===== config.mk =====
export PLATFORM = sky130hd
export DESIGN_NAME = sorted_timer_event_queue_unit
export DESIGN_NICKNAME = d
export VERILOG_FILES = /design/src/hdl/stq_pkg.sv /design/src/hdl/stq_slot_ram.sv /design/src/hdl/sorted_timer_event_queue_unit.sv
export SDC_FILE = /design/constraint.sdc
export NUM_CORES = 1
export LEC_CHECK = 0
export BUFFER_PORTS_ARGS = -buffer_cell sky130_fd_sc_hd__buf_4
export CORE_UTILIZATION = 62
export DETAILED_ROUTE_END_ITERATION = 6
export PLACE_DENSITY = 0.8
export SLEW_MARGIN = 40
export SYNTH_ARGS = -nofsm -noshare
export SYNTH_HDL_FRONTEND = slang
export SYNTH_SLANG_ARGS = --single-unit

===== constraint.sdc =====
create_clock -name i_clk -period 8 [get_ports i_clk]
set_clock_uncertainty 0.1 [all_clocks]
set_input_delay 2.4 -clock i_clk [delete_from_list [all_inputs] [get_ports i_clk]]
set_output_delay 2.4 -clock i_clk [all_outputs]
set_load 0.05 [all_outputs]

===== src/hdl/stq_pkg.sv =====
`default_nettype none
package stq_pkg;

    localparam int DEPTH_DEF     = 16;
    localparam int TIME_BITS_DEF = 32;
    localparam int NUM_IDS       = 16;
    localparam int ID_W          = 4;

    localparam logic [1:0] OP_ADD     = 2'd0;
    localparam logic [1:0] OP_POP     = 2'd1;
    localparam logic [1:0] OP_RESTART = 2'd2;
    localparam logic [1:0] OP_CANCEL  = 2'd3;

    localparam logic [1:0] ST_OK       = 2'd0;
    localparam logic [1:0] ST_NOT_FOUND = 2'd1;
    localparam logic [1:0] ST_FULL     = 2'd2;
    localparam logic [1:0] ST_EMPTY    = 2'd3;

    typedef struct packed {
        logic [1:0]  op;
        logic [3:0]  event_id;
        logic [31:0] exec_time;
    } t_in_item;

    typedef struct packed {
        logic [1:0]  status;
        logic [3:0]  out_id;
        logic [31:0] out_time;
        logic [4:0]  entry_count;
        logic        top_valid;
        logic [3:0]  top_id;
        logic [31:0] top_time;
    } t_out_item;

endpackage
`default_nettype wire


===== src/hdl/stq_slot_ram.sv =====
`default_nettype none
module stq_slot_ram #(
    parameter int DEPTH = stq_pkg::DEPTH_DEF,
    parameter int WIDTH = stq_pkg::TIME_BITS_DEF + stq_pkg::ID_W
) (
    input  wire logic                     i_clk,
    input  wire logic                     i_we,
    input  wire logic [$clog2(DEPTH)-1:0] i_waddr,
    input  wire logic [WIDTH-1:0]         i_wdata,
    input  wire logic [$clog2(DEPTH)-1:0] i_raddr,
    output logic      [WIDTH-1:0]         o_rdata
);

    logic [WIDTH-1:0] r_mem [DEPTH];

    always_ff @(posedge i_clk) begin
        if (i_we) begin
            r_mem[i_waddr] <= i_wdata;
        end
        o_rdata <= r_mem[i_raddr];
    end

endmodule
`default_nettype wire


===== src/hdl/sorted_timer_event_queue_unit.sv =====
`default_nettype none
// channel | direction | payload              | handshake
// input   | in        | stq_pkg::t_in_item   | i_valid / o_stall
// output  | out       | stq_pkg::t_out_item  | o_valid / i_stall
//
// one transaction at a time; a walk step is a slot ram read, then a compare and write
// back. an error skips the walk and goes straight to the result; a walk may end in a
// slot write. reset clears the state, queued flags, count and output valid; the slot
// ram is not cleared.
// the result sits in an output register; a new item is taken while it waits, and the
// next result keeps the input stalled until the waiting one is taken.
module sorted_timer_event_queue_unit #(
    parameter int DEPTH     = stq_pkg::DEPTH_DEF,
    parameter int TIME_BITS = stq_pkg::TIME_BITS_DEF
) (
    input  wire logic               i_clk,
    input  wire logic               i_rst_n,
    input  wire logic               i_valid,
    output logic                    o_stall,
    input  wire stq_pkg::t_in_item  i_data,
    output logic                    o_valid,
    input  wire logic               i_stall,
    output stq_pkg::t_out_item      o_data
);

    localparam int PW = $clog2(DEPTH);
    localparam int CW = $clog2(DEPTH + 1);
    localparam int IW = stq_pkg::ID_W;
    localparam int SW = TIME_BITS + IW;

    typedef enum logic [2:0] {S_IDLE, S_RD, S_EV, S_PUT, S_DONE} t_state;
    typedef enum logic [2:0] {M_OLD, M_TAKE, M_SHIFT, M_FRONT, M_BACK} t_mode;

    t_state r_state;
    t_mode  r_mode;
    logic [PW-1:0]        r_pos;
    logic [TIME_BITS-1:0] r_cur_time;
    logic [IW-1:0]        r_cur_id;
    logic [CW-1:0]        r_count;
    logic [stq_pkg::NUM_IDS-1:0] r_queued;
    logic [PW-1:0]        r_idpos [stq_pkg::NUM_IDS];
    logic [TIME_BITS-1:0] r_top_time;
    logic [IW-1:0]        r_top_id;
    logic [1:0]           r_status;
    logic [IW-1:0]        r_res_id;
    logic [31:0]          r_res_time;
    logic                 r_oval;
    stq_pkg::t_out_item   r_odata;

    logic [SW-1:0]        rdata;
    logic [TIME_BITS-1:0] rd_time;
    logic [IW-1:0]        rd_id;
    logic [PW-1:0]        rd_addr;
    logic                 wr_en;
    logic [SW-1:0]        wr_data;
    logic                 lt;
    logic                 gt;
    logic [CW:0]          pos_x;
    logic [CW:0]          cnt_x;
    logic [IW-1:0]        in_id;
    logic [PW-1:0]        in_pos;
    logic [TIME_BITS-1:0] in_time;

    assign rd_time = rdata[SW-1:IW];
    assign rd_id   = rdata[IW-1:0];
    assign lt      = r_cur_time < rd_time;
    assign gt      = r_cur_time > rd_time;
    assign pos_x   = (CW+1)'(r_pos);
    assign cnt_x   = (CW+1)'(r_count);
    assign in_id   = i_data.event_id;
    assign in_pos  = r_idpos[in_id];
    assign in_time = TIME_BITS'(i_data.exec_time);
    assign o_stall = (r_state != S_IDLE);
    assign o_valid = r_oval;
    assign o_data  = r_odata;

    always_comb begin
        case (r_mode)
            M_FRONT:        rd_addr = r_pos - PW'(1);
            M_BACK, M_SHIFT: rd_addr = r_pos + PW'(1);
            default:        rd_addr = r_pos;
        endcase
        wr_en = 1'b0;
        if (r_state == S_PUT) begin
            wr_en = 1'b1;
        end else if (r_state == S_EV) begin
            wr_en = (r_mode == M_SHIFT) || (r_mode == M_FRONT && lt)
                    || (r_mode == M_BACK && gt);
        end
        wr_data = (r_state == S_PUT) ? {r_cur_time, r_cur_id} : rdata;
    end

    stq_slot_ram #(.DEPTH(DEPTH), .WIDTH(SW)) u_ram (
        .i_clk   (i_clk),
        .i_we    (wr_en),
        .i_waddr (r_pos),
        .i_wdata (wr_data),
        .i_raddr (rd_addr),
        .o_rdata (rdata)
    );

    // position table and cached slot 0 follow every slot write
    always_ff @(posedge i_clk) begin
        if (wr_en) begin
            r_idpos[wr_data[IW-1:0]] <= r_pos;
            if (r_pos == '0) begin
                r_top_time <= wr_data[SW-1:IW];
                r_top_id   <= wr_data[IW-1:0];
            end
        end
    end

    always_ff @(posedge i_clk) begin
        if (!i_rst_n) begin
            r_state  <= S_IDLE;
            r_mode   <= M_OLD;
            r_count  <= '0;
            r_queued <= '0;
            r_oval   <= 1'b0;
        end else begin
            if (r_oval && !i_stall && r_state != S_DONE) begin
                r_oval <= 1'b0;
            end
            case (r_state)
                S_IDLE: begin
                    if (i_valid) begin
                        r_res_id   <= '0;
                        r_res_time <= '0;
                        r_cur_time <= in_time;
                        r_cur_id   <= in_id;
                        case (i_data.op)
                            stq_pkg::OP_ADD: begin
                                if (r_queued[in_id]) begin
                                    r_status <= stq_pkg::ST_NOT_FOUND;
                                    r_state  <= S_DONE;
                                end else if (r_count >= CW'(DEPTH)) begin
                                    r_status <= stq_pkg::ST_FULL;
                                    r_state  <= S_DONE;
                                end else begin
                                    r_status <= stq_pkg::ST_OK;
                                    r_queued[in_id] <= 1'b1;
                                    r_count <= r_count + CW'(1);
                                    r_pos   <= PW'(r_count);
                                    r_mode  <= M_FRONT;
                                    r_state <= (r_count == '0) ? S_PUT : S_RD;
                                end
                            end
                            stq_pkg::OP_POP: begin
                                if (r_count == '0) begin
                                    r_status <= stq_pkg::ST_EMPTY;
                                    r_state  <= S_DONE;
                                end else begin
                                    r_status <= stq_pkg::ST_OK;
                                    r_count <= r_count - CW'(1);
                                    r_pos   <= '0;
                                    r_mode  <= M_TAKE;
                                    r_state <= S_RD;
                                end
                            end
                            default: begin
                                if (!r_queued[in_id] || CW'(in_pos) >= r_count) begin
                                    r_status <= stq_pkg::ST_NOT_FOUND;
                                    r_state  <= S_DONE;
                                end else begin
                                    r_status <= stq_pkg::ST_OK;
                                    r_pos   <= in_pos;
                                    r_state <= S_RD;
                                    if (i_data.op == stq_pkg::OP_RESTART) begin
                                        r_mode <= M_OLD;
                                    end else begin
                                        r_mode  <= M_TAKE;
                                        r_count <= r_count - CW'(1);
                                    end
                                end
                            end
                        endcase
                    end
                end
                S_RD: begin
                    r_state <= S_EV;
                end
                S_EV: begin
                    case (r_mode)
                        M_TAKE: begin
                            r_res_id   <= rd_id;
                            r_res_time <= 32'(rd_time);
                            r_queued[rd_id] <= 1'b0;
                            if (pos_x < cnt_x) begin
                                r_mode  <= M_SHIFT;
                                r_state <= S_RD;
                            end else begin
                                r_state <= S_DONE;
                            end
                        end
                        M_SHIFT: begin
                            r_pos   <= r_pos + PW'(1);
                            r_state <= (pos_x + (CW+1)'(1) < cnt_x) ? S_RD : S_DONE;
                        end
                        M_OLD: begin
                            if (lt) begin
                                r_mode  <= M_FRONT;
                                r_state <= (r_pos == '0) ? S_PUT : S_RD;
                            end else begin
                                r_mode  <= M_BACK;
                                r_state <= (pos_x + (CW+1)'(1) < cnt_x) ? S_RD : S_PUT;
                            end
                        end
                        M_FRONT: begin
                            if (lt) begin
                                r_pos   <= r_pos - PW'(1);
                                r_state <= (r_pos == PW'(1)) ? S_PUT : S_RD;
                            end else begin
                                r_state <= S_PUT;
                            end
                        end
                        default: begin
                            if (gt) begin
                                r_pos   <= r_pos + PW'(1);
                                r_state <= (pos_x + (CW+1)'(2) < cnt_x) ? S_RD : S_PUT;
                            end else begin
                                r_state <= S_PUT;
                            end
                        end
                    endcase
                end
                S_PUT: begin
                    r_state <= S_DONE;
                end
                S_DONE: begin
                    if (!r_oval || !i_stall) begin
                        r_oval <= 1'b1;
                        r_odata.status      <= r_status;
                        r_odata.out_id      <= r_res_id;
                        r_odata.out_time    <= r_res_time;
                        r_odata.entry_count <= 5'(r_count);
                        r_odata.top_valid   <= (r_count != '0);
                        r_odata.top_id      <= (r_count != '0) ? r_top_id : '0;
                        r_odata.top_time    <= (r_count != '0) ? 32'(r_top_time) : '0;
                        r_state <= S_IDLE;
                    end
                end
                default: begin
                    r_state <= S_IDLE;
                end
            endcase
        end
    end

endmodule
`default_nettype wire


* Word-level counts from Yosys, hierarchy flattened
Memories as Yosys holds them, arrays and structs flattened. A register that Yosys moved wholly into a read port is not among the register bits.
Cells that the tools add are included.
** Word-level totals
- Bits in registers :: 222
- Latch bits :: 0
- Memory bits (writable) :: 640
- Memory bits (read-only) :: 0
- Input bits :: 42
- Output and inout bits :: 82
- Word-level logic and storage cells :: 184
- Memories kept :: 2
** Cells by class
- Add/subtract/negate cells :: 6
- $mul :: 0
- Div/mod/pow operators :: 0
- Order comparisons :: 11
- Equal/unequal tests :: 32
- Shift operators :: 0
- Muxes and demuxes :: 78
- Bitwise gates (word level) :: 3
- Reductions and logical operators :: 32
** Memory list
- u_ram.r_mem :: words 16, bits a word 36, read ports 1, clocked after Yosys merged registers in 1, wr ports 1, line stq_slot_ram.sv:14 : logic [WIDTH-1:0] r_mem [DEPTH];
- r_idpos :: words 16, bits a word 4, read ports 1, clocked after Yosys merged registers in 0, wr ports 1, line sorted_timer_event_queue_unit.sv:41 : logic [PW-1:0] r_idpos [stq_pkg::NUM_IDS];
** Operator list (number)
- $mux W16 :: 5
- $mux W32 :: 2
- $pmux W32 S2 :: 1
- $mux W3 :: 15
- $mux W36 :: 1
- $mux W4 :: 9
- $gt A32 B32 Y1 :: 1
- $lt A32 B32 Y1 :: 1
- $pmux W16 S2 :: 1
- $pmux W4 S2 :: 4
- $mux W5 :: 5
- $pmux W3 S2 :: 4
- $mux W2 :: 11
- $ne A3 B3 Y1 const B :: 6
- $and A16 B16 Y16 :: 1
- $ne A2 B2 Y1 const B :: 8
- $not A16 Y16 :: 1
- $or A16 B16 Y16 :: 1
- $pmux W3 S5 :: 1
- $eq A3 B2 Y1 const B :: 4
- $mux W1 :: 12
- $pmux W3 S4 :: 1
- $pmux W4 S3 :: 1
- $lt A4 B5 Y1 const B :: 2
- 41 further kinds :: 64

* Depth between registers and ports, before layout
Gate-level depths: netlist of the first run.
- Word-level depth :: 10
- Mapped depth :: 13
- Gate-level depth less buffers :: 11

* By module
From an unflattened synthesis of the first run, not the netlist that was laid out.
** Second synthesis, totals
- Cells, all modules :: 1811
- Area total of the unflattened synthesis :: 34855.9 um^2
** By module, submodules not included
- stq_slot_ram :: instances 1, cells each 938, area an instance 22318.9 um^2
- sorted_timer_event_queue_unit :: instances 1, cells each 873, area an instance 12537.0 um^2

* Worst setup path before layout of the first run
No wires, ideal clock.
- Path kind :: input-to-reg
- From :: in i_rst_n
- To :: reg r_odata, in the netlist o_data[0] (enable)
- Setup time :: 0.545 ns
- Data arrival time :: 6.381 ns
- Path slack :: 0.975 ns
- Stages :: 2
- Path buffers :: 0
- Cell sequence :: nand3_1 a21oi_1
** On the way
- Cells in the longest elaborated chain, start to end :: 1
** Ends and longest elaborated chain
- start, declared :: line sorted_timer_event_queue_unit.sv:17 : input wire logic i_rst_n,
- $reduce_and A3 Y1 (no source line)
- end, declared :: line sorted_timer_event_queue_unit.sv:48 : stq_pkg::t_out_item r_odata;
No other way between the ends.
A chain may end at the register's enable or synchronous reset.

* Worst setup path in the final report of the first run
- From :: in i_data[32] in the netlist's numbering
- To :: reg r_pos[0] (enable)
** On the way
- Cells in the longest elaborated chain, start to end :: 6
- Elaborated cells between the ends (all ways) :: 9
** Ends and longest elaborated chain
- start, declared :: line sorted_timer_event_queue_unit.sv:20 : input wire stq_pkg::t_in_item i_data,
- parallel branches: the longest is 5 deep, another holds $ge A4 B5 Y1
- $reduce_and A10 Y1 (no source line) (*)
- end signal, assigned :: line sorted_timer_event_queue_unit.sv:166 : r_pos <= in_pos;
- end signal, assigned :: line sorted_timer_event_queue_unit.sv:196 : r_pos <= r_pos + PW'(1);
- end signal, assigned :: line sorted_timer_event_queue_unit.sv:210 : r_pos <= r_pos - PW'(1);
- end, declared :: line sorted_timer_event_queue_unit.sv:36 : logic [PW-1:0] r_pos;
Mark *: on every way between the ends. The select of a mux whose other input is x is not followed.

==> impl_summary.log, run 1 <==
INFO  metric dp.cells = 2629
INFO  metric cts-htree-levels = 3
INFO  metric synth_area_per_cell = 18.74 um^2
INFO  metric worstMarginPinSlew = 0.8841 ns
INFO  metric reg_area = 25240 um^2
INFO  metric cp.arrival = 5.96 ns
INFO  metric netlist_area_before_placement = 34350 um^2
INFO  metric async_flop_share = 0
INFO  metric timing.critical_path.max_delay_family = compound AO/OA/AOI/OAI gates
INFO  metric clk-insertion-delay-late = 0.63 ns
INFO  metric combPwrFrac = 0.153
INFO  metric power_switching_share = 0.2538
INFO  metric min_delay_worst_type = register to register
INFO  metric die_area = 56350 um^2
INFO  metric cts_hold_fix_bufs = 0
INFO  metric fin_total_pwr = 11200 uW
INFO  metric clkTransAtPathRegs = 0.06 ns
INFO  metric largest_voltage_drop_on_the_vdd_net = 0.2063 mV
INFO  metric timing.final.max_slew_violations = 0
INFO  metric grt_start_max_net_pins = 81
INFO  metric global_route.overflow_total = 0
INFO  metric route.antenna.remaining_nets = 0
INFO  metric crit_path_start_kind = input port
INFO  metric adder_cell_share_of_the_synthesized_area = 0.02280
INFO  metric top_library_cells_by_usage_in_the_layout_fill_and_taps_aside = edfxtp_1, buf_4, mux4_2, mux2i_1, nand2_1
INFO  metric max_slew_margin = 0.4106
INFO  metric tns = 0 ns
INFO  metric postCtsSetupBuffers = 0
INFO  metric syn_nets = 1937
INFO  metric core = 54240 um^2
INFO  metric report.final.hold_viol_count = 0
INFO  metric postSynth.topFlopCell = edfxtp_1
INFO  metric ios = 124
INFO  metric p_switching = 2842 uW
INFO  metric combinational_family_with_the_most_area_after_synthesis = multiplexers
INFO  metric crit_slowest_cell = mux4_1
INFO  metric layout_commonest_cell = edfxtp_1
INFO  metric groute.usage.overall = 0.2865
INFO  metric timing.reg2reg.setup_slack = 3.10 ns
INFO  metric post_dp_cell_area = 36460 um^2
INFO  metric yosys_warnings = 0
INFO  metric crit_required = 8.16 ns
INFO  metric multi_input_area = 8762 um^2
INFO  metric instances_no_fill = 2785
INFO  metric antenna_found_initial = 2
INFO  metric fillerInstances = 3024
INFO  metric fp-row-count = 85
INFO  metric floorplan.die.height = 237.4 um
INFO  metric count_of_buffering_cells_on_the_critical_path_with_inverters_included = 2
INFO  metric clockBufferDepth = 3
INFO  metric internal_power = 8357 uW
INFO  metric totalWireLength = 79.20 mm
INFO  metric rsz_0062_raised_after_global_routing = no
INFO  metric clock_tree.root_cell = clkbuf_16
INFO  metric die_w = 237.4 um
INFO  metric ys_seq_area_frac = 0.7349
INFO  metric detail_route.iter0.violations = 1845
INFO  metric synthesis.instances = 1833
INFO  metric via_per_inst = 6.596
INFO  metric cp_slowest_stage_delay = 0.60 ns
INFO  metric timing.critical_path.cells = buf_4, mux4_1, mux4_2, inv_1, ha_1, nand2b_1, a211oi_1, o21bai_1, a211oi_4, or2_4, o221ai_2, a311oi_1
INFO  metric post_synthesis_xor_xnor_area_fraction = 0.004225
INFO  metric holdWs = 0.3170 ns
INFO  metric setup.worst_path.class = input port to register
INFO  metric via_count = 18.37k
INFO  metric synth_cell_type_count = 76
INFO  metric share_seq_of_total_power = 0.484
INFO  metric synth_simple_gate_area_frac = 0.04436
INFO  metric final_layout_size_suffix_gt1_frac = 0.2537
INFO  metric synth_mux_area_frac = 0.1453
INFO  metric post_drt_wl_per_cell = 28.44 um
INFO  metric timing.final.crit_share = 0.7259
INFO  metric remaining_drc_errors = 0
INFO  metric cts_tree = done
INFO  metric synth_compound_area_frac = 0.03030
INFO  metric final_design_area_no_fill = 39390 um^2
INFO  metric max_cap_viol_count = 0
INFO  metric power_frac_clock = 0.363
INFO  metric p_per_area = 284.3 nW/um^2
INFO  metric dp_hpwl = 42.81 mm
INFO  metric outcome = completed
INFO  metric gpl.final_weighted_congestion = 0.8746
INFO  metric critPathMaxFanout = 31
INFO  metric num-nets-final = 2124
INFO  metric period_minus_slack = 5.807 ns
INFO  metric numClockSinks = 862
INFO  metric initial_utilization = 0.6333
INFO  metric grt_first_pass_wirelength = 117.7 mm
INFO  metric cts-buffers-inserted = 84
INFO  metric max_freq = 0.1722 GHz
INFO  metric cts_resized = 0
INFO  metric ys_ff_latch = 862
INFO  metric synth_edf_count = 798
INFO  metric relative_area_change_from_synthesis_to_final_layout = 14.66%
INFO  metric diodes = 0
INFO  metric port-buffer-count = 123
INFO  metric power_leakage = 0.01350 uW
INFO  metric number_of_global_route_vias_before_repair = 18.70k
INFO  metric setup_viol = 0
INFO  metric first_pass_iters = 5
INFO  metric timing.critical_path.to_type = register
-- path summary, 6_finish.rpt --
check	start	to	cells past startpoint
setup / recovery	i_data[32]	r_pos[0]	12
hold / removal	r_res_id[2]	o_data[76]	0
setup reg to reg	r_cur_time[17]	u_ram.r_mem[5][33]	10
hold reg to reg	r_res_id[2]	o_data[76]	0
-- state kept, by name, indices dropped and copies added, names as in the netlist --
name,flops
u_ram.r_mem,576
r_idpos,64
o_valid,1
o_data,80
r_cur_time,32
r_state,3
u_ram.o_rdata,36
r_res_id,4
r_cur_id,4
r_status,2
r_res_time,32
r_mode,3
r_pos,4
r_count,5
r_queued,16
-- logic make-up after synthesis --
kind of cell	Yosys count
fa+ha+maj	62
buf+inv	138
compound gates	163
flops	862
mux	286
simple gates	308
xor+xnor	14
-- through the flow --
stage          setup slack, ns    util
2_1_floorplan           0.9745       -
3_3_place_gp             1.671  0.6709
3_5_place_dp             1.561  0.6721
4_1_cts                  2.203  0.7245
5_1_grt                  1.980  0.7262
6_report                 2.193  0.7262
-- worst reg2reg max path, stage by stage (launching register included) --
cell and delay (ns):
edfxtp_1 0.40, ha_1 0.33, a21o_1 0.17, a21o_1 0.18
a21oi_1 0.52, o221ai_1 0.54, o21ai_1 0.41, a311oi_4 0.24
buf_4 0.35, nor4b_2 0.59, buf_4 0.65
-- metal layers --
metal	vias to the layer above	GRT usage	part of all wire
met5	-	0	0.000088
met4	2	0.1001	0.028
met3	175	0.05365	0.096
met2	1149	0.4640	0.49
met1	9373	0.3967	0.38
li1	7670	-	-
-- cell usage after synthesis (4+ instances only) --
library cell / number / area [um^2]
a211oi_1: 7 / 52.55
a21o_1: 8 / 60.06
a21oi_1: 41 / 205.2
and2_1: 38 / 237.7
and3_1: 9 / 56.30
buf_1: 4 / 15.01
buf_2: 36 / 180.2
buf_4: 4 / 30.03
buf_6: 6 / 67.56
clkbuf_1: 34 / 127.6
dfxtp_1: 64 / 1281
edfxtp_1: 798 / 23960
ha_1: 61 / 763.2
inv_1: 53 / 198.9
mux2i_1: 118 / 1181
mux4_1: 7 / 183.9
mux4_2: 161 / 3626
nand2_1: 88 / 330.3
nand2b_1: 11 / 68.82
nand3_1: 15 / 75.07
nand4_1: 5 / 31.28
nor2_1: 84 / 315.3
nor2b_1: 10 / 62.56
nor3_1: 12 / 60.06
nor4_1: 4 / 25.02
nor4b_1: 9 / 78.83
o21ai_0: 63 / 315.3
xnor2_1: 5 / 43.79
xor2_1: 6 / 52.55
-- layout make-up --
cell class,instances,share of cell area
tap,696,0.02211
inverter,54,0.005146
clock buffer,110,0.05845
clock inverter,45,0.01366
timing repair buffer,185,0.03723
sequential,862,0.6409
multi-input combinational,833,0.2225
-- power by group through the flow --
stage / Combinational, uW / Clock (uW) / Sequential [uW]
floorplan: 1070 / 0 / 5570
global placement: 1570 / 0 / 5510
detailed placement: 1650 / 0 / 5520
CTS: 1690 / 4110 / 5420
global route: 1840 / 4270 / 5430
finish: 1710 / 4060 / 5420
No activity file was read; power rests on OpenSTA's default activity.
==> run 2: changes to the inputs <==
--- a/config.mk
+++ b/config.mk
@@ -6,9 +6,9 @@
 export NUM_CORES = 1
 export LEC_CHECK = 0
 export BUFFER_PORTS_ARGS = -buffer_cell sky130_fd_sc_hd__buf_4
-export CORE_UTILIZATION = 62
+export CORE_UTILIZATION = 56
 export DETAILED_ROUTE_END_ITERATION = 6
-export PLACE_DENSITY = 0.8
+export PLACE_DENSITY = 0.76
 export SLEW_MARGIN = 40
 export SYNTH_ARGS = -nofsm -noshare
 export SYNTH_HDL_FRONTEND = slang
==> constraint.sdc (replaced) <==
create_clock -name i_clk -period 4.9 [get_ports i_clk]
set_clock_uncertainty 0.1 [all_clocks]
set_input_delay 1.47 -clock i_clk [delete_from_list [all_inputs] [get_ports i_clk]]
set_output_delay 1.47 -clock i_clk [all_outputs]
set_load 0.05 [all_outputs]
==> run 2 against run 1 <==
  * Die area grew 11%
  * Setup slack worse by 1.6 ns
  * Wire length is 0.58% lower
  * Cell area grew 1.9%
  * Combinational power increased by 65%
  * Sequential share of layout area is 1.2 points lower
  * Via count is 1.0% lower
  * Largest power group unchanged
  * Largest cell class unchanged
  * Critical path depth stayed put
  * Hold slack gained 0.0017 ns
  * Sequential power grew 63%
==> impl_summary.log, run 2 (same netlist as run 1, synthesis figures left out) <==
INFO  metric floorplan.die.height = 249.7 um (+5.2%)
INFO  metric timing.critical_path.cells = ha_1, a21o_1, a21o_1, a21oi_1, o221ai_1, o21ai_1, a311oi_4, buf_6, buf_6, nor4b_4, buf_4, buf_4
INFO  metric die_area = 62340 um^2 (+11%)
INFO  metric via_per_inst = 6.254 (-5.2%)
INFO  metric port-buffer-count = 123 (unchanged)
INFO  metric r2r_cells = 12 (+2)
INFO  metric route.antenna.remaining_nets = 0 (unchanged)
INFO  metric fp-row-count = 90 (+5.9%)
INFO  metric cp_slowest_stage_delay = 0.52 ns (-0.08 ns)
INFO  metric final_layout_size_suffix_gt1_frac = 0.2658 (+0.01205)
INFO  metric cts_hold_fix_bufs = 0 (unchanged)
INFO  metric outcome = completed
INFO  metric timing.critical_path.max_delay_family = compound AO/OA/AOI/OAI gates
INFO  metric grt_first_pass_wirelength = 117.3 mm (-0.28%)
INFO  metric postCtsSetupBuffers = 0 (unchanged)
INFO  metric whs_path_depth = 0 (unchanged)
INFO  metric cts_resized = 0 (unchanged)
INFO  metric post_drt_wl_per_cell = 27.08 um (-4.8%)
INFO  metric crit_required = 5.14 ns (-3.02 ns)
INFO  metric gpl.final_weighted_congestion = 0.9172 (+4.9%)
INFO  metric worstMarginPinSlew = 0.8206 ns (-0.06346 ns)
INFO  metric max_cap_viol_count = 0 (unchanged)
INFO  metric crit_slowest_cell = nor4b_4
INFO  metric setup.worst_path.class = register to register
INFO  metric fillerInstances = 3831 (+27%)
INFO  metric layout_commonest_cell = edfxtp_1
INFO  metric min_delay_worst_type = register to register
INFO  metric tns = 0 ns (unchanged)
INFO  metric antenna_found_initial = 0 (-2)
INFO  metric period_minus_slack = 4.299 ns
INFO  metric largest_reg_flops = 576 (unchanged)
INFO  metric clkTransAtPathRegs = 0.06 ns (about the same)
INFO  metric clk-insertion-delay-late = 0.66 ns (+0.03 ns)
INFO  metric worstHoldEndpoint = o_data[54]
INFO  metric power_leakage = 0.01379 uW (+2.2%)
INFO  metric via_count = 18.19k (-1.0%)
INFO  metric timing.reg2reg.setup_slack = 0.60 ns (-2.50 ns)
INFO  metric number_of_global_route_vias_before_repair = 18.78k (+0.45%)
INFO  metric num-nets-final = 2158 (+1.6%)
INFO  metric max_freq = 0.2326 GHz
INFO  metric cts_tree = done
INFO  metric detail_route.iter0.violations = 1766 (-4.3%)
INFO  metric count_of_buffering_cells_on_the_critical_path_with_inverters_included = 4 (+2)
INFO  metric global_route.overflow_total = 0 (unchanged)
INFO  metric grt_start_max_net_pins = 85 (+4.9%)
INFO  metric numClockSinks = 862 (unchanged)
INFO  metric rsz_0062_raised_after_global_routing = no
INFO  metric ios = 124 (unchanged)
INFO  metric finalWorstSetupSlack = 0.6013 ns (-1.592 ns)
INFO  metric p_per_area = 459.8 nW/um^2 (+62%)
INFO  metric clockBufferDepth = 3 (unchanged)
INFO  metric pre_cts_slack = 0.03167 ns (-1.529 ns)
INFO  metric groute.usage.overall = 0.2560 (-0.03052)
INFO  metric totalWireLength = 78.74 mm (-0.58%)
INFO  metric die_w = 249.7 um (+5.2%)
INFO  metric cts-buffers-inserted = 85 (+1.2%)
INFO  metric remaining_drc_errors = 0 (unchanged)
INFO  metric timing.final.crit_share = 0.8773
INFO  metric post_dp_cell_area = 37120 um^2 (+1.8%)
INFO  metric cp.arrival = 4.53 ns (-1.43 ns)
INFO  metric report.final.hold_viol_count = 0 (unchanged)
INFO  metric max_slew_margin = 0.4516 (+0.04101)
INFO  metric top_library_cells_by_usage_in_the_layout_fill_and_taps_aside = edfxtp_1, buf_4, mux4_2, mux2i_1, clkbuf_16
INFO  metric first_pass_iters = 5 (unchanged)
INFO  metric final_design_area_no_fill = 40150 um^2 (+1.9%)
INFO  metric holdCritStartpoint = r_res_time[12]
INFO  metric timing.critical_path.to_type = register
INFO  metric largest_voltage_drop_on_the_vdd_net = 0.2865 mV (+39%)
INFO  metric critPathMaxFanout = 9 (-71%)
INFO  metric cts-htree-levels = 3 (unchanged)
INFO  metric clock_tree.root_cell = clkbuf_16
INFO  metric setup_viol = 0 (unchanged)
INFO  metric holdWs = 0.3187 ns (+0.001726 ns)
INFO  metric largest-register = u_ram.r_mem
INFO  metric core = 60470 um^2 (+11%)
INFO  metric fin_total_pwr = 18460 uW (+65%)
INFO  metric rr_startpoint = r_cur_time[17]
INFO  metric dp_hpwl = 46.21 mm (+8.0%)
INFO  metric diodes = 0 (unchanged)
INFO  metric initial_utilization = 0.5681 (-0.06526)
INFO  metric rr_endpoint = u_ram.r_mem[3][26]
INFO  metric relative_area_change_from_synthesis_to_final_layout = 16.88%
INFO  metric crit_path_start_kind = register
INFO  metric timing.final.max_slew_violations = 0 (unchanged)
-- run 2: layout make-up --
| type | count | area, um^2 | area share |
|---|---|---|---|
| Clock inverter | 38 | 504.2 | 0.01256 |
| Inverter | 54 | 202.7 | 0.005048 |
| Clock buffer | 121 | 2456 | 0.06117 |
| Sequential cell | 862 | 25240 | 0.6288 |
| Tap cell | 782 | 978.4 | 0.02437 |
| Timing Repair Buffer | 218 | 1992 | 0.04961 |
| Multi-Input combinational cell | 833 | 8772 | 0.2185 |
-- run 2: metal layers --
metal | global-route usage | routed length [um] | up-vias | part of all wire
met5 | 0 | 0 | - | 0
met2 | 0.4227 | 39190 | 918 | 0.50
met4 | 0.08166 | 1990 | 0 | 0.025
met1 | 0.3521 | 31310 | 9385 | 0.40
met3 | 0.04120 | 6250 | 147 | 0.079
li1 | - | - | 7736 | -
-- run 2: worst max path at each step --
stage                               from                   to  slack, ns  depth (start not counted)
final                     r_cur_time[17]   u_ram.r_mem[3][26]       0.60                         12
after global routing          i_data[32]             r_pos[3]       0.53                         13
after CTS                 r_cur_time[15]  u_ram.r_mem[12][15]       0.64                         11
after detailed placement      i_data[32]             r_pos[2]       0.03                         13
after global placement        i_data[32]             r_pos[3]       0.04                         13
after floorplan           r_cur_time[15]    u_ram.r_mem[2][0]      -1.45                          9
-- run 2: stage by stage --
| step | util | cells |
|---|---|---|
| final | 0.6640 | 2908 |
| after global routing | 0.6640 | 2908 |
| after CTS | 0.6628 | 2907 |
| after detailed placement | 0.6139 | 2748 |
| after global placement | 0.6126 | 2740 |
| after floorplan | - | 1833 |
-- run 2: report_power, final --
group / switching, uW / internal, uW
Combinational: 1770 / 1050
Sequential: 131 / 8720
Clock: 2790 / 4010
-- run 2: worst register-to-register path: stages (launching register included) --
cell      delay (ns)
edfxtp_1        0.40
ha_1            0.32
a21o_1          0.16
a21o_1          0.17
a21oi_1         0.41
o221ai_1        0.46
o21ai_1         0.45
a311oi_4        0.19
buf_6           0.20
buf_6           0.14
nor4b_4         0.53
buf_4           0.26
buf_4           0.19
==> run 3: changes to the inputs <==
--- a/config.mk
+++ b/config.mk
@@ -8,7 +8,7 @@
 export BUFFER_PORTS_ARGS = -buffer_cell sky130_fd_sc_hd__buf_4
 export CORE_UTILIZATION = 56
 export DETAILED_ROUTE_END_ITERATION = 6
-export PLACE_DENSITY = 0.76
+export PLACE_DENSITY = 0.85
 export SLEW_MARGIN = 40
 export SYNTH_ARGS = -nofsm -noshare
 export SYNTH_HDL_FRONTEND = slang
==> run 3 against run 2 <==
  * Clock power down 6.9%
  * Non-clock buffer count down 13
  * Largest power group unchanged
  * Largest cell class unchanged
  * Sequential share of layout area up 0.87 points
  * Critical path depth unchanged
==> impl_summary.log, run 3 (same netlist as run 1, synthesis figures left out) <==
INFO  metric crit_required = 5.09 ns (-0.05 ns)
INFO  metric post_drt_wl_per_cell = 28.16 um (+4.0%)
INFO  metric via_per_inst = 6.442 (+3.0%)
INFO  metric cp.arrival = 4.49 ns (-0.04 ns)
INFO  metric relative_area_change_from_synthesis_to_final_layout = 15.29%
INFO  metric die_area = 62340 um^2 (unchanged)
INFO  metric largest-register = u_ram.r_mem
INFO  metric number_of_global_route_vias_before_repair = 18.91k (+0.68%)
INFO  metric timing.final.max_slew_violations = 0 (unchanged)
INFO  metric clkTransAtPathRegs = 0.06 ns (about the same)
INFO  metric largest_reg_flops = 576 (unchanged)
INFO  metric timing.reg2reg.setup_slack = 0.73 ns (+0.13 ns)
INFO  metric power_leakage = 0.01357 uW (-1.6%)
INFO  metric floorplan.die.height = 249.7 um (unchanged)
INFO  metric groute.usage.overall = 0.2638 (+0.007797)
INFO  metric cts-htree-levels = 3 (unchanged)
INFO  metric critPathMaxFanout = 10 (+1)
INFO  metric timing.critical_path.to_type = register
INFO  metric pre_cts_slack = -0.05256 ns (-0.08423 ns)
INFO  metric outcome = completed
INFO  metric rr_endpoint = u_ram.r_mem[1][18]
INFO  metric diodes = 0 (unchanged)
INFO  metric antenna_found_initial = 2 (+2)
INFO  metric cts_hold_fix_bufs = 0 (unchanged)
INFO  metric crit_path_start_kind = input port
INFO  metric core = 60470 um^2 (unchanged)
INFO  metric clk-insertion-delay-late = 0.64 ns (-0.02 ns)
INFO  metric fillerInstances = 3667 (-4.3%)
INFO  metric fp-row-count = 90 (unchanged)
INFO  metric postCtsSetupBuffers = 0 (unchanged)
INFO  metric grt_start_max_net_pins = 145 (+71%)
INFO  metric global_route.overflow_total = 0 (unchanged)
INFO  metric p_per_area = 456.8 nW/um^2 (-0.66%)
INFO  metric max_cap_viol_count = 0 (unchanged)
INFO  metric largest_voltage_drop_on_the_vdd_net = 0.3977 mV (+39%)
INFO  metric detail_route.iter0.violations = 2359 (+34%)
INFO  metric via_count = 18.60k (+2.3%)
INFO  metric period_minus_slack = 4.305 ns (+0.005867 ns)
INFO  metric final_layout_size_suffix_gt1_frac = 0.2518 (-0.01398)
INFO  metric setup.worst_path.class = input port to register
INFO  metric whs_path_depth = 0 (unchanged)
INFO  metric holdWs = 0.3180 ns (-0.0007330 ns)
INFO  metric numClockSinks = 862 (unchanged)
INFO  metric worstSetupEndpoint = r_pos[3]
INFO  metric worstSetupStartpoint = i_data[32]
INFO  metric tns = 0 ns (unchanged)
INFO  metric ios = 124 (unchanged)
INFO  metric clock_tree.root_cell = clkbuf_16
INFO  metric finalWorstSetupSlack = 0.5954 ns (-0.005867 ns)
INFO  metric grt_first_pass_wirelength = 120.7 mm (+2.9%)
INFO  metric min_delay_worst_type = register to register
INFO  metric clockBufferDepth = 3 (unchanged)
INFO  metric worstMarginPinSlew = 0.8351 ns (+0.01449 ns)
INFO  metric fin_total_pwr = 18090 uW (-2.0%)
INFO  metric setup_viol = 0 (unchanged)
INFO  metric r2r_cells = 10 (-2)
INFO  metric dp.cells = 2734 (-0.51%)
INFO  metric die_w = 249.7 um (unchanged)
INFO  metric top_library_cells_by_usage_in_the_layout_fill_and_taps_aside = edfxtp_1, buf_4, mux4_2, mux2i_1, nand2_1
INFO  metric layout_commonest_cell = edfxtp_1
INFO  metric max_freq = 0.2323 GHz (-0.14%)
INFO  metric port-buffer-count = 123 (unchanged)
INFO  metric gpl.final_weighted_congestion = 0.9188 (+0.17%)
INFO  metric report.final.hold_viol_count = 0 (unchanged)
INFO  metric max_slew_margin = 0.4381 (-0.01350)
INFO  metric cts-buffers-inserted = 82 (-3.5%)
INFO  metric route.antenna.remaining_nets = 0 (unchanged)
INFO  metric dp_hpwl = 45.73 mm (-1.0%)
INFO  metric rr_startpoint = r_cur_time[15]
INFO  metric initial_utilization = 0.5681 (unchanged)
INFO  metric rsz_0062_raised_after_global_routing = no
INFO  metric cts_tree = done
INFO  metric instances_no_fill = 2887 (-0.72%)
INFO  metric cts_resized = 0 (unchanged)
INFO  metric num-nets-final = 2142 (-0.74%)
INFO  metric first_pass_iters = 5 (unchanged)
INFO  metric totalWireLength = 81.29 mm (+3.2%)
INFO  metric remaining_drc_errors = 0 (unchanged)
INFO  metric timing.final.crit_share = 0.8785 (+0.001197)
[run 3: changes by cell type in the layout (fill, tap and decap cells not counted), sizes merged]
cell / change
buf: -13
bufinv: -3
clkbuf: -6
clkinv: +9
clkinvlp: -4
inv: -4
[run 3: worst min path at each step]
stage	start	endpoint	slack (ns)
2_1_floorplan	r_res_time[0]	o_data[42]	0.30
3_3_place_gp	r_res_time[6]	o_data[48]	0.30
3_5_place_dp	r_res_time[1]	o_data[43]	0.30
4_1_cts	r_res_time[1]	o_data[43]	0.32
5_1_grt	r_res_time[7]	o_data[49]	0.32
6_report	r_res_time[1]	o_data[43]	0.32
[run 3: report_power, final]
| part | internal, uW | leakage (uW) | switching (uW) |
|---|---|---|---|
| sequential | 8720 | 0.00776 | 130 |
| clock | 3620 | 0.00130 | 2710 |
| combinational | 1070 | 0.00451 | 1840 |
[run 3: per-stage QoR]
stage,cell area [um^2],util
floorplan,34400,-
global placement,36870,0.6097
detailed placement,36880,0.6098
CTS,39550,0.6540
global route,39600,0.6549
finish,39600,0.6549
[run 3: worst max-delay path, cell delays in order]
cell and delay [ns]:
buf_4 0.18, mux4_1 0.57, mux4_2 0.48, inv_1 0.09, ha_1 0.22, nand2b_1 0.14
a211oi_1 0.28, o21bai_1 0.17, a211oi_4 0.23, or2_4 0.15, o221ai_2 0.09, a311oi_2 0.42
[run 3: final cells by class]
| cell class | count | area (um^2) | share of cell area |
|---|---|---|---|
| Sequential cell | 862 | 25240 | 0.6374 |
| Clock buffer | 115 | 2301 | 0.05810 |
| Multi-Input combinational cell | 833 | 8748 | 0.2209 |
| Tap cell | 782 | 978.4 | 0.02471 |
| Inverter | 54 | 202.7 | 0.005118 |
| Clock inverter | 36 | 370.4 | 0.009351 |
| Timing Repair Buffer | 205 | 1759 | 0.04442 |
[run 3: metal layers]
layer  wire length [um]  global-route usage
met5                 13                   0
met4               2626             0.09630
met3               7688             0.05611
met2              41020              0.4388
met1              29950              0.3450
